### src/rtl/vtp_pkg.sv
// Vertex transform and projection package: widths, register codes, payload types.
// Used by every other file of the block but vtp_stream_if; depends on nothing.
package vtp_pkg;

  localparam int CoordW    = 20;
  localparam int ScaleW    = 16;
  localparam int TrigW     = 16;
  localparam int TransW    = 60;
  localparam int GainW     = 24;
  localparam int ScrW      = 16;
  localparam int InvW      = 24;
  localparam int CfgIdxW   = 3;
  localparam int CfgDataW  = 60;

  // growth of the coordinates through scale and the three rotations
  localparam int SclW  = 29;
  localparam int R1W   = 32;
  localparam int R2W   = 35;
  localparam int R3W   = 38;
  localparam int ViewW = 39;

  localparam int DefScreenW = 512;
  localparam int DefScreenH = 512;
  localparam int DefFifoDepth = 4;

  // divider: quotient bits kept, numerator and denominator widths
  localparam int QuoW   = 24;
  localparam int PrjNumW = 63;
  localparam int PrjDenW = 46;
  localparam int InvNumW = 25;
  localparam int InvDenW = 38;

  typedef enum logic [CfgIdxW-1:0] {
    CfgScale  = 3'd0,
    CfgRotXz  = 3'd1,
    CfgRotYz  = 3'd2,
    CfgRotXy  = 3'd3,
    CfgTrans  = 3'd4,
    CfgXGain  = 3'd5,
    CfgYGain  = 3'd6
  } cfg_idx_e;

  typedef struct packed {
    logic [ScaleW-1:0]  scale_factor;
    logic [2*TrigW-1:0] rot_xz;
    logic [2*TrigW-1:0] rot_yz;
    logic [2*TrigW-1:0] rot_xy;
    logic [TransW-1:0]  translation;
    logic [GainW-1:0]   x_gain;
    logic [GainW-1:0]   y_gain;
  } cfg_t;

  localparam cfg_t CfgReset = '{
    scale_factor: 16'd256,
    rot_xz:       32'h4000_0000,
    rot_yz:       32'h4000_0000,
    rot_xy:       32'h4000_0000,
    translation:  60'd0,
    x_gain:       24'd131072,
    y_gain:       24'd131072
  };

  typedef struct packed {
    logic signed [CoordW-1:0] model_x;
    logic signed [CoordW-1:0] model_y;
    logic signed [CoordW-1:0] model_z;
    logic                     last_in;
  } vertex_t;

  typedef struct packed {
    logic signed [ScrW-1:0] screen_x;
    logic signed [ScrW-1:0] screen_y;
    logic [InvW-1:0]        inv_depth;
    logic                   behind_camera;
    logic                   last_out;
  } pixel_t;

  // transformed vertex in view space, handed from front to back
  typedef struct packed {
    logic signed [ViewW-1:0] x;
    logic signed [ViewW-1:0] y;
    logic signed [ViewW-1:0] z;
    logic                    behind;
    logic                    last;
  } view_t;

  typedef struct packed {
    logic full;
    logic empty;
  } fifo_stat_t;

endpackage

### src/rtl/vtp_fifo.sv
// Small first-word-fall-through queue between front and back.
// Depends on vtp_pkg for the status struct.
module vtp_fifo #(
  parameter int  DEPTH = vtp_pkg::DefFifoDepth,
  parameter type T     = logic
) (
  input  logic                clk_i,
  input  logic                rst_ni,
  input  logic                push_i,
  input  T                    data_i,
  input  logic                pop_i,
  output T                    data_o,
  output vtp_pkg::fifo_stat_t stat_o
);

  localparam int PtrW = (DEPTH > 1) ? $clog2(DEPTH) : 1;
  localparam int CntW = $clog2(DEPTH + 1);

  T                mem_q [DEPTH];
  logic [PtrW-1:0] wr_q, rd_q;
  logic [CntW-1:0] cnt_q;
  logic            do_push, do_pop;

  assign stat_o.full  = (cnt_q == CntW'(DEPTH));
  assign stat_o.empty = (cnt_q == '0);
  assign do_push = push_i && !stat_o.full;
  assign do_pop  = pop_i && !stat_o.empty;
  assign data_o  = mem_q[rd_q];

  always_ff @(posedge clk_i or negedge rst_ni) begin
    if (!rst_ni) begin
      wr_q  <= '0;
      rd_q  <= '0;
      cnt_q <= '0;
    end else begin
      if (do_push) begin
        wr_q <= (wr_q == PtrW'(DEPTH - 1)) ? '0 : wr_q + 1'b1;
      end
      if (do_pop) begin
        rd_q <= (rd_q == PtrW'(DEPTH - 1)) ? '0 : rd_q + 1'b1;
      end
      if (do_push && !do_pop) begin
        cnt_q <= cnt_q + 1'b1;
      end else if (do_pop && !do_push) begin
        cnt_q <= cnt_q - 1'b1;
      end
    end
  end

  always_ff @(posedge clk_i) begin
    if (do_push) begin
      mem_q[wr_q] <= data_i;
    end
  end

endmodule

### config.mk
export PLATFORM = sky130hd
export DESIGN_NAME = vtp_fifo
export DESIGN_NICKNAME = d
export VERILOG_FILES = /design/src/rtl/vtp_pkg.sv /design/src/rtl/vtp_fifo.sv
export SDC_FILE = /design/constraint.sdc
export NUM_CORES = 1
export LEC_CHECK = 0
export ABC_AREA = 1
export BUFFER_PORTS_ARGS = -buffer_cell sky130_fd_sc_hd__buf_2
export CAP_MARGIN = 10
export CORE_AREA = 3 3 40 42
export DETAILED_ROUTE_END_ITERATION = 7
export DIE_AREA = 0 0 43 45
export PLACE_DENSITY = 0.68
export SLEW_MARGIN = 30
export SYNTH_ARGS = -nofsm -noshare
export SYNTH_HDL_FRONTEND = slang
export SYNTH_SLANG_ARGS = --single-unit
### constraint.sdc
create_clock -name clk_i -period 2.4 [get_ports clk_i]
set_input_delay 0.36 -clock clk_i [delete_from_list [all_inputs] [get_ports clk_i]]
set_output_delay 0.36 -clock clk_i [all_outputs]
set_load 0.01 [all_outputs]
# == Word-level counts from Yosys, hierarchy flattened ==
# Memory sizes are Yosys's and may differ from the RTL's.
# Cells that the tools add are included.
# totals
reg_bits,7
latch_bits,0
mem_bits_rw,4
romBits,0
inputBits,5
out_inout_bits,3
word_cells,27
mem_count,1
# mem_list
name,depth,word_bits,read_ports,rd_clocked_by_memory_dff,write_ports,line_no,source
mem_q,4,1,1,0,1,vtp_fifo.sv:19,T mem_q [DEPTH];
# op_classes
addsub,4
n_mul,0
div,0
magnitude_cmp,0
eq_ne,3
n_shift,0
n_mux,6
n_bitwise,0
n_reduce_logical,10
# ops
op,n
$mux W3,2
$add A2 B1 Y2 const B,2
$eq A2 B2 Y1 const B,2
$logic_and A1 B1 Y1,4
$logic_not A1 Y1,4
$mux W2,2
$add A3 B1 Y3 const B,1
$eq A3 B3 Y1 const B,1
$logic_not A3 Y1,1
$sub A3 B1 Y3 const B,1
$mux W1,2
$reduce_bool A2 Y1,1

# == Depth between registers and ports, before layout ==
# Gate-level depths: netlist (run 1).
# logic_depth
ltp_word,7
mapped_depth,12
mapped_depth_nobuf,12

# == Worst setup path before layout (run 1) ==
# OpenSTA, ideal clock, no wires.
# synth_timing
path_kind,register to register
start,register cnt_q[0]
end,register cnt_q[1]
setup_time_ns,0.127
arrival_ns,1.536
t_required_ns,2.273
path_slack_ns,0.737
stages_incl_launch_ff,10
n_path_buf,0
period_less_slack_ns,1.663
path_cell_list,dfrtp_1 -> inv_1 -> nand3_2 -> nand2_4 -> inv_1 -> ha_1 -> inv_1 -> fa_1 -> nand2_1 -> o21ai_0
# synth_between
elab_chain_len,6
word_cells_on_any_way,15
cone_classes,2 x add/sub; 1 x eq/ne; 2 x mux; 10 x reduce/logical
# synth_lines
element,line_no,source
start: declaration,vtp_fifo.sv:21,logic [CntW-1:0] cnt_q;
start signal: assignment,vtp_fifo.sv:43,cnt_q <= cnt_q + 1'b1;
start signal: assignment,vtp_fifo.sv:45,cnt_q <= cnt_q - 1'b1;
$eq A3 B3 Y1 (*),vtp_fifo.sv:24,assign stat_o.full = (cnt_q == CntW'(DEPTH));
$logic_not A1 Y1 (*),vtp_fifo.sv:26,assign do_push = push_i && !stat_o.full;
$logic_and A1 B1 Y1 (*),vtp_fifo.sv:26,
net do_push,vtp_fifo.sv:22,"logic do_push, do_pop;"
$logic_not A1 Y1,vtp_fifo.sv:44,end else if (do_pop && !do_push) begin
$logic_and A1 B1 Y1,vtp_fifo.sv:44,
$reduce_bool A2 Y1 (no source line),n/a,
# Mark *: on every way through the listed nets, which the timed path passes. The rest lies on a longest branch. The select of a mux whose other input is x is not followed.
# A chain may end at the register's enable or synchronous reset.

# == Final worst setup path (run 1) ==
# Same ends and word-level chain as after synthesis.

==> impl_metrics.ini, run 1 <==
[timing]
post-route-min-period_ns = 1.792
final.period_utilization_pct = 74.67
maxSlewHeadroom_pct = 87.08
rsz0062_at_grt = no
drv_slew = 0
max_freq_mhz = 558.0
finClkSkew_ns = 0.0009087
hold_viol = 0
finalSetupViolations = 0
fin_tns_setup_ns = 0
setup_ws_ns = 0.6080
tightest_slew_ns = 0.1939

[detailed_routing]
drtAntennaViolNets = 0
drt_iter0_drc = 10
drc = 0
vias_per_cell = 4.576
totalWireLength_um = 906
first_pass_iters = 4
dr_total_vias = 453
wl_per_cell_um = 9.152

[floorplanning]
design.core.area_sq_um = 1285
num_rows = 13
fp.dieW_um = 43
die_area_sq_um = 1935
fp.dieH_um = 45
start_util_pct = 49.66
io_pins = 8

[place]
place_ws_ns = 0.6036
numPlacedInstances = 94
numPortBuffers = 7
dp_hpwl_um = 725
routabilityCongestion = 0.7592

[setup_path]
max_stage_delay_ns = 0.42
endpoint_kind = flip-flop
crit_type = flip-flop to flip-flop
cp.required_ns = 2.54
crit_top_cell = inv_1
arrival_ns = 1.93
cp-start-kind = flip-flop
crit_slowest_cell = dfrtp_1
path_cells = inv_1 -> nand3_2 -> nand2_4 -> inv_1 -> ha_1 -> inv_1 -> fa_1 -> nand2_1 -> o21ai_0
cp_max_fo = 7

[layout]
final_util_pct = 56.67
antenna-diode-count = 0
fin_nets = 97
layout.cells.most_common = inv_1
area.growth.synth_to_final_pct = 14.12
most-common-layout-cells = 17 x inv_1, 16 x nand2_1, 7 x dfrtp_1, 7 x buf_2
stdcell_count = 99
drive_above_1_share_pct = 16.67
nFillCells = 120

[synth]
synth.distinct_cells = 17
postSynthCellCount = 72
synth-adder-area-share_pct = 14.90
synth_xor_area_share_pct = 1.373
yosys-mux-area-fraction_pct = 0
synthesis.area_sq_um = 638.1
yosys_register_bits = 11
synth_top_family_by_area = simple AND/OR/NAND/NOR gates
synth_compound_area_share_pct = 2.745
synth-seq-area-share_pct = 46.27
synth_top_area_share_pct = 27.45
synthSimpleGateAreaFrac_pct = 24.71
ys.warnings.count = 0
synth_nets = 84
yosys.area.top_type = dfrtp_1
synth.area.top_cells = dfrtp_1 27%, edfxtp_1 19%, ha_1 12%
avgSynthCellArea_sq_um = 8.863

[power_and_ir_drop]
ir_worst_vdd_uv = 668.3
powerDensity_nw_per_um2 = 1176
fin_total_pwr_mw = 0.8560
power.leakage_nw = 0.3987

[grt]
grt_pass1_vias = 425
grt_first_pass_wirelength_um = 1731
grt-ovfl-total = 0
grt_max_degree = 8
track_usage_pct = 12.28
antenna_found_initial = 0

[clock_tree]
ctsResizeCount = 0
h-tree-depth = 1
cts.sinks = 11
clk_pin_slew_ns = 0.07
cts_buffers = 3
cts_tree = yes
worstSkewPairLatency_ns = 0.26
cts.root.buffer_cell = clkbuf_4
cts_buffer_depth = 2

[run_status]
outcome = complete, no violations

[job]
maxCapViolCount = 0

[min_path]
worstHoldPathType = primary input to flip-flop
cell families after synthesis:
family                   count (synthesis)
AO/OA/AOI/OAI                            3
XOR/XNOR                                 1
adder cells (fa/ha/maj)                  7
buffers and inverters                   17
flip-flops                              11
AND/OR/NAND/NOR                         33
cell type report:
cell class,instances,area (sq um),area share [%]
Clock buffer,4,26.28,3.608
Sequential cell,11,295.3,40.55
Tap cell,15,18.77,2.577
Multi-Input combinational cell,44,279.0,38.32
Timing Repair Buffer,8,45.04,6.186
Inverter,17,63.81,8.763
synth_stat cells:
cell / n
o211ai_1: 1
edfxtp_1: 4
xnor2_1: 1
a21oi_1: 1
nand2_2: 1
or2_1: 1
fa_1: 1
nand2_1: 16
nand3_2: 2
nand3_1: 5
dfrtp_1: 7
inv_1: 17
ha_1: 6
o21ai_0: 1
nand4_1: 1
nand2_4: 1
nor2_1: 6
per-layer routing:
metal	GRT usage, %	up-vias	share of wire, %
li1	-	243	-
met1	16.20	195	49
met2	17.96	13	43
met3	5.976	2	6.8
met4	3.614	0	1.1
met5	0	-	0
worst paths after layout:
path	slack [ns]	cells after the start	start	end
max	0.61	9	cnt_q[0]	cnt_q[1]
min reg2reg	0.54	2	wr_q[1]	wr_q[1]
max reg2reg	0.61	9	cnt_q[0]	cnt_q[1]
min	0.31	1	data_i	mem_q[3]
max in group asynchronous	1.79	2	rst_ni	cnt_q[2]
min in group asynchronous	0.46	2	rst_ni	rd_q[1]
critical path: cells and delay by family (launching register included):
family          cells  cell delay (ns)
simple gates        3             0.31
flops               1             0.42
buf+inv             3             0.26
compound gates      1             0.07
fa+ha+maj           2             0.62
repair_timing:
item,4_1_cts,5_1_grt
buffers inserted,0,0
hold buffers,1,0
hold endpoints to repair,7,0
stage by stage:
| step | cell area (sq um) | hold WS [ns] |
|---|---|---|
| final | 728.2 | 0.3085 |
| after global placement | 691.9 | 0.2008 |
| after detailed placement | 691.9 | 0.2012 |
| after floorplan | 638.1 | 0.06441 |
| after CTS | 728.2 | 0.3000 |
| after global routing | 728.2 | 0.2922 |
power by group:
group / total, mW / switching [mW] / internal, mW
registers: 0.341 / 0.0692 / 0.271
clock network: 0.121 / 0.0565 / 0.0642
logic: 0.395 / 0.228 / 0.166
total: 0.856 / 0.354 / 0.502
registers in the layout, indices dropped and copies added (netlist names):
name and flops:
cnt_q 3, wr_q 2, rd_q 2, mem_q 4
(Power assumes the default switching activity.)
==> inputs of run 2 (changes only) <==
--- a/config.mk
+++ b/config.mk
@@ -8,10 +8,10 @@
 export ABC_AREA = 1
 export BUFFER_PORTS_ARGS = -buffer_cell sky130_fd_sc_hd__buf_2
 export CAP_MARGIN = 10
-export CORE_AREA = 3 3 40 42
+export CORE_MARGIN = 3
+export CORE_UTILIZATION = 48
 export DETAILED_ROUTE_END_ITERATION = 7
-export DIE_AREA = 0 0 43 45
-export PLACE_DENSITY = 0.68
+export PLACE_DENSITY = 0.71
 export SLEW_MARGIN = 30
 export SYNTH_ARGS = -nofsm -noshare
 export SYNTH_HDL_FRONTEND = slang
==> constraint.sdc (replaced) <==
create_clock -name clk_i -period 1.6 [get_ports clk_i]
set_input_delay 0.24 -clock clk_i [delete_from_list [all_inputs] [get_ports clk_i]]
set_output_delay 0.24 -clock clk_i [all_outputs]
set_load 0.01 [all_outputs]
==> impl_metrics.ini, run 2 (same netlist as run 1, synthesis figures left out) <==
[floorplanning]
fp.dieW_um = 42.46
die_area_sq_um = 1803
fp.dieH_um = 42.46
io_pins = 8
design.core.area_sq_um = 1171
num_rows = 12
start_util_pct = 54.49

[grt]
grt-ovfl-total = 0
grt_pass1_vias = 391
track_usage_pct = 12.07
grt_max_degree = 8
grt_first_pass_wirelength_um = 1552
antenna_found_initial = 0

[timing]
final.period_utilization_pct = 97.86
finClkSkew_ns = 0.002517
drv_slew = 0
max_freq_mhz = 638.7
tightest_slew_ns = 0.2007
rsz0062_at_grt = yes
whs_ns = 0.1791
maxSlewHeadroom_pct = 86.62
hold_viol = 0
post-route-min-period_ns = 1.566
finalSetupViolations = 0

[layout]
nFillCells = 95
antenna-diode-count = 0
final_util_pct = 71.90
largest_reg_flops = 4
drive_above_1_share_pct = 35.42
regArea_sq_um = 295.3
largest_register = mem_q
multi_input_area_sq_um = 304.0
fin_nets = 109
layout.cells.most_common = nand2_1
most-common-layout-cells = 15 x nand2_1, 12 x inv_1, 12 x buf_4
reg.largest.list = mem_q: 4 flops, cnt_q: 3 flops
area.growth.synth_to_final_pct = 31.96

[place]
dp_hpwl_um = 753.7
numPortBuffers = 7
routabilityCongestion = 0.7472

[detailed_routing]
first_pass_iters = 4
wl_met3_um = 54
vias_per_cell = 4.436
drtAntennaViolNets = 0
dr_total_vias = 488
met2_length_um = 483
drc = 0
totalWireLength_um = 1038
highest_layer = met4
wl_per_cell_um = 9.436
wl_met1_um = 483
drt_iter0_drc = 14

[clock_tree]
cts_buffers = 3
worstSkewPairLatency_ns = 0.27
cts_buffer_depth = 2
h-tree-depth = 1
cts.sinks = 11
clk_pin_slew_ns = 0.07
cts_tree = yes
cts.root.buffer_cell = clkbuf_4

[power_and_ir_drop]
ir_worst_vdd_uv = 1128
power.leakage_nw = 0.4501
powerDensity_nw_per_um2 = 1805

[setup_path]
cp_max_fo = 3
crit_type = flip-flop to flip-flop
cp-start-kind = flip-flop
arrival_ns = 1.73
endpoint_kind = flip-flop
cp.required_ns = 1.76

[run_status]
outcome = complete, no violations

[job]
maxCapViolCount = 0

[min_path]
worstHoldPathType = primary input to flip-flop
[run 2: cell types whose count changed in the layout (fill, tap and decap cells not counted), sizes merged]
cell,before,now
buf,7,19
[run 2: per-layer routing]
| metal | vias to the layer above | track usage, % |
|---|---|---|
| met5 | - | 0 |
| met4 | 0 | 7.453 |
| met3 | 2 | 5.150 |
| met2 | 13 | 17.63 |
| met1 | 204 | 14.44 |
| li1 | 269 | - |
[run 2: final cells by class]
| type | instances | area share (%) |
|---|---|---|
| Multi-Input combinational cell | 44 | 36.11 |
| Timing Repair Buffer | 20 | 16.05 |
| Clock buffer | 4 | 3.120 |
| Sequential cell | 11 | 35.07 |
| Inverter | 17 | 7.578 |
| Tap cell | 14 | 2.080 |
[run 2: worst max-delay path, cell delays in order (launching register included)]
cell,delay [ns]
dfrtp_1,0.43
inv_2,0.09
nand3_2,0.09
nand2_2,0.09
ha_4,0.13
inv_2,0.04
fa_2,0.34
nand2_2,0.07
nand3_1,0.07
nand2_1,0.06
nand2_1,0.05
[run 2: through the flow]
step,setup slack [ns],std cells,setup TNS [ns],instance area (sq um),power [mW]
after detailed placement,-0.08703,101,-0.08703,760.7,1.255
after global routing,-0.05579,110,-0.06873,842.1,1.676
after CTS,0.003513,107,0,819.5,1.496
after floorplan,-0.03804,72,-0.05117,648.1,0.9914
after global placement,-0.05836,101,-0.05836,760.7,1.228
final,0.03430,110,0,842.1,1.520
[run 2: final timing paths]
path                          start       end  slack [ns]  cells after the start
setup / recovery           cnt_q[2]  cnt_q[2]        0.03                     10
min in group asynchronous    rst_ni   wr_q[0]        0.33                      2
hold / removal               data_i  mem_q[3]        0.18                      1
max in group asynchronous    rst_ni   rd_q[1]        1.11                      2
hold reg to reg             wr_q[1]   wr_q[1]        0.54                      2
setup reg to reg           cnt_q[2]  cnt_q[2]        0.03                     10
[run 2: power by group]
group	switching [mW]	leakage, nW	total (mW)	internal (mW)
sequential	0.104	0.122	0.512	0.407
clock	0.0907	0.0150	0.187	0.0966
combinational	0.410	0.313	0.821	0.411
[run 2: what timing repair did]
action | CTS | global route
resized for setup | 5 | 0
hold buffers | 1 | 0
setup buffers | 1 | 3
endpoints found under the hold margin | 7 | 0
setup endpoints to repair | 2 | 2
pin swaps | 2 | 5
==> inputs of run 3 (changes only) <==
--- a/config.mk
+++ b/config.mk
@@ -5,13 +5,12 @@
 export SDC_FILE = /design/constraint.sdc
 export NUM_CORES = 1
 export LEC_CHECK = 0
-export ABC_AREA = 1
 export BUFFER_PORTS_ARGS = -buffer_cell sky130_fd_sc_hd__buf_2
 export CAP_MARGIN = 10
-export CORE_MARGIN = 3
-export CORE_UTILIZATION = 48
+export CORE_AREA = 3 3 40 42
 export DETAILED_ROUTE_END_ITERATION = 7
-export PLACE_DENSITY = 0.71
+export DIE_AREA = 0 0 43 45
+export PLACE_DENSITY = 0.67
 export SLEW_MARGIN = 30
 export SYNTH_ARGS = -nofsm -noshare
 export SYNTH_HDL_FRONTEND = slang
==> impl_metrics.ini, run 3 <==
[floorplanning]
design.core.area_sq_um = 1285
num_rows = 13
die_area_sq_um = 1935
fp.dieH_um = 45
fp.dieW_um = 43
start_util_pct = 46.64
io_pins = 8

[layout]
fin_nets = 75
largest_reg_flops = 4
stdcell_count = 77
most-common-layout-cells = 9 x buf_4, 7 x buf_2, 6 x dfrtp_1
nFillCells = 97
layout.cells.most_common = buf_4
largest_register = mem_q
area.growth.synth_to_final_pct = 30.90
drive_above_1_share_pct = 59.68
antenna-diode-count = 0
reg.largest.list = mem_q: 4 flops, cnt_q: 3 flops

[setup_path]
endpoint_kind = flip-flop
crit_type = flip-flop to flip-flop
cp-endpoint = cnt_q[1]
path_cells = nor3b_4 -> nor2b_2 -> ha_4 -> inv_2 -> fa_2 -> mux2_4
cp_max_fo = 3
cp-start-kind = flip-flop
max_stage_delay_ns = 0.44
critPathLaunch = cnt_q[1]
worst-path-buf-inv = 1
r2r_start = cnt_q[1]
cp_top_family = adder cells
r2r_cells = 6
reg2reg_to = cnt_q[1]
arrival_ns = 1.93
crit_slowest_cell = dfrtp_2
ff2ff_setup_slack_ns = -0.18
path_depth = 6
cp.required_ns = 1.75

[run_status]
outcome = finished with violations
violations = negative setup slack

[power_and_ir_drop]
ir_worst_vdd_uv = 863.9
power.leakage_nw = 0.3655
powerDensity_nw_per_um2 = 1915

[timing]
final.period_utilization_pct = 111.2
maxSlewHeadroom_pct = 88.48
max_freq_mhz = 562.2
fin_tns_setup_ns = -0.3416
finalSetupViolations = 2
setup_ws_ns = -0.1788
rsz0062_at_grt = yes
post-route-min-period_ns = 1.779
drv_slew = 0
hold_viol = 0
tightest_slew_ns = 0.1727
finClkSkew_ns = 0.006420

[synth]
postSynthCellCount = 42
synth-edff-count = 4
yosys.area.top_type = dfrtp_1
synth-seq-area-share_pct = 49.27
synthesis.area_sq_um = 599.3
synth_nets = 54
ys.warnings.count = 0
synth.area.top_cells = dfrtp_1 29%, edfxtp_1 20%, ha_1 13%
synthFlopType = dfrtp_1
synth_most_common_cell = dfrtp_1
async_flop_share_pct = 63.64
yosys_register_bits = 11
avgSynthCellArea_sq_um = 14.27
synth.distinct_cells = 17
synth_commonest_cells = 7 x dfrtp_1, 6 x ha_1, 4 x and2_2, 4 x edfxtp_1
synth_top_area_share_pct = 29.23

[grt]
grt_pass1_vias = 430
grt_first_pass_wirelength_um = 1731
antenna_found_initial = 0
grt-ovfl-total = 0
track_usage_pct = 12.82
grt_max_degree = 8

[job]
maxCapViolCount = 0

[detailed_routing]
first_pass_iters = 1
drc = 0
vias_per_cell = 4.623
wl_per_cell_um = 12.99
drtAntennaViolNets = 0
totalWireLength_um = 1000
drt_iter0_drc = 0
dr_total_vias = 356

[place]
numPlacedInstances = 69
dp_hpwl_um = 755.6
numPortBuffers = 7
routabilityCongestion = 0.7782

[clock_tree]
worstSkewPairLatency_ns = 0.26
clk_pin_slew_ns = 0.07
cts.sinks = 11
h-tree-depth = 1
cts_buffer_depth = 2
cts.root.buffer_cell = clkbuf_4
cts_tree = yes
cts_buffers = 3

[min_path]
worstHoldPathType = primary input to flip-flop
min-delay-start = data_i
[run 3: through the flow]
stage | setup WS (ns) | hold slack [ns] | cell area [sq um] | total power, mW | utilization [%]
5_1_grt | -0.2347 | 0.1735 | 784.5 | 1.617 | 61.05
4_1_cts | -0.1897 | 0.1812 | 765.7 | 1.462 | 59.59
2_1_floorplan | -0.2829 | -0.05559 | 616.8 | 0.9728 | -
3_3_place_gp | -0.2007 | 0.07927 | 704.4 | 1.126 | 54.82
3_5_place_dp | -0.3178 | 0.08443 | 704.4 | 1.209 | 54.82
6_report | -0.1788 | 0.1895 | 784.5 | 1.503 | 61.05
[run 3: power breakdown]
part	internal, mW	total, mW	switching (mW)
clock network	0.0964	0.187	0.0902
registers	0.416	0.533	0.117
logic	0.485	0.783	0.298
total	0.997	1.50	0.505
[run 3: how the worst min path moves through the flow]
stage,to,depth (start not counted)
final,mem_q[2],1
after floorplan,cnt_q[0],0
after CTS,mem_q[2],1
after global placement,wr_q[0],1
after global routing,mem_q[2],1
after detailed placement,rd_q[0],1
[run 3: what timing repair did]
item                                   CTS  global route
hold buffers                             1             0
endpoints found under the hold margin    7             0
buffers inserted                         2             1
setup endpoints to repair                2             3
resized for setup                        3             3
pin swaps                                4             2
[run 3: layout make-up]
class	count	area [sq um]	area share (%)
clock buffers	4	26.28	3.349
well taps	15	18.77	2.392
multi-input cells	27	319.1	40.67
repair buffers	17	112.6	14.35
inverters	3	11.26	1.435
flip-flops and latches	11	296.5	37.80
[run 3: logic make-up (layout without fill, tap and decap cells)]
logic type    count (synthesis)  count (layout)  share of synthesized area [%]
xor+xnor                      3               3                          4.385
fa+ha+maj                     7               7                          15.87
buf+inv                       4              24                          3.758
flops                        11              11                          49.27
mux                           6               6                          14.40
simple gates                 11              11                          12.32
[run 3: per-layer routing]
layer  global-route usage (%)  routed length (um)  vias to the layer above
li1                         -                   -                      179
met1                    11.73                 389                      172
met2                    24.25                 565                        5
met3                    4.781                  45                        0
met4                    7.229                   0                        0
met5                        0                   0                        -
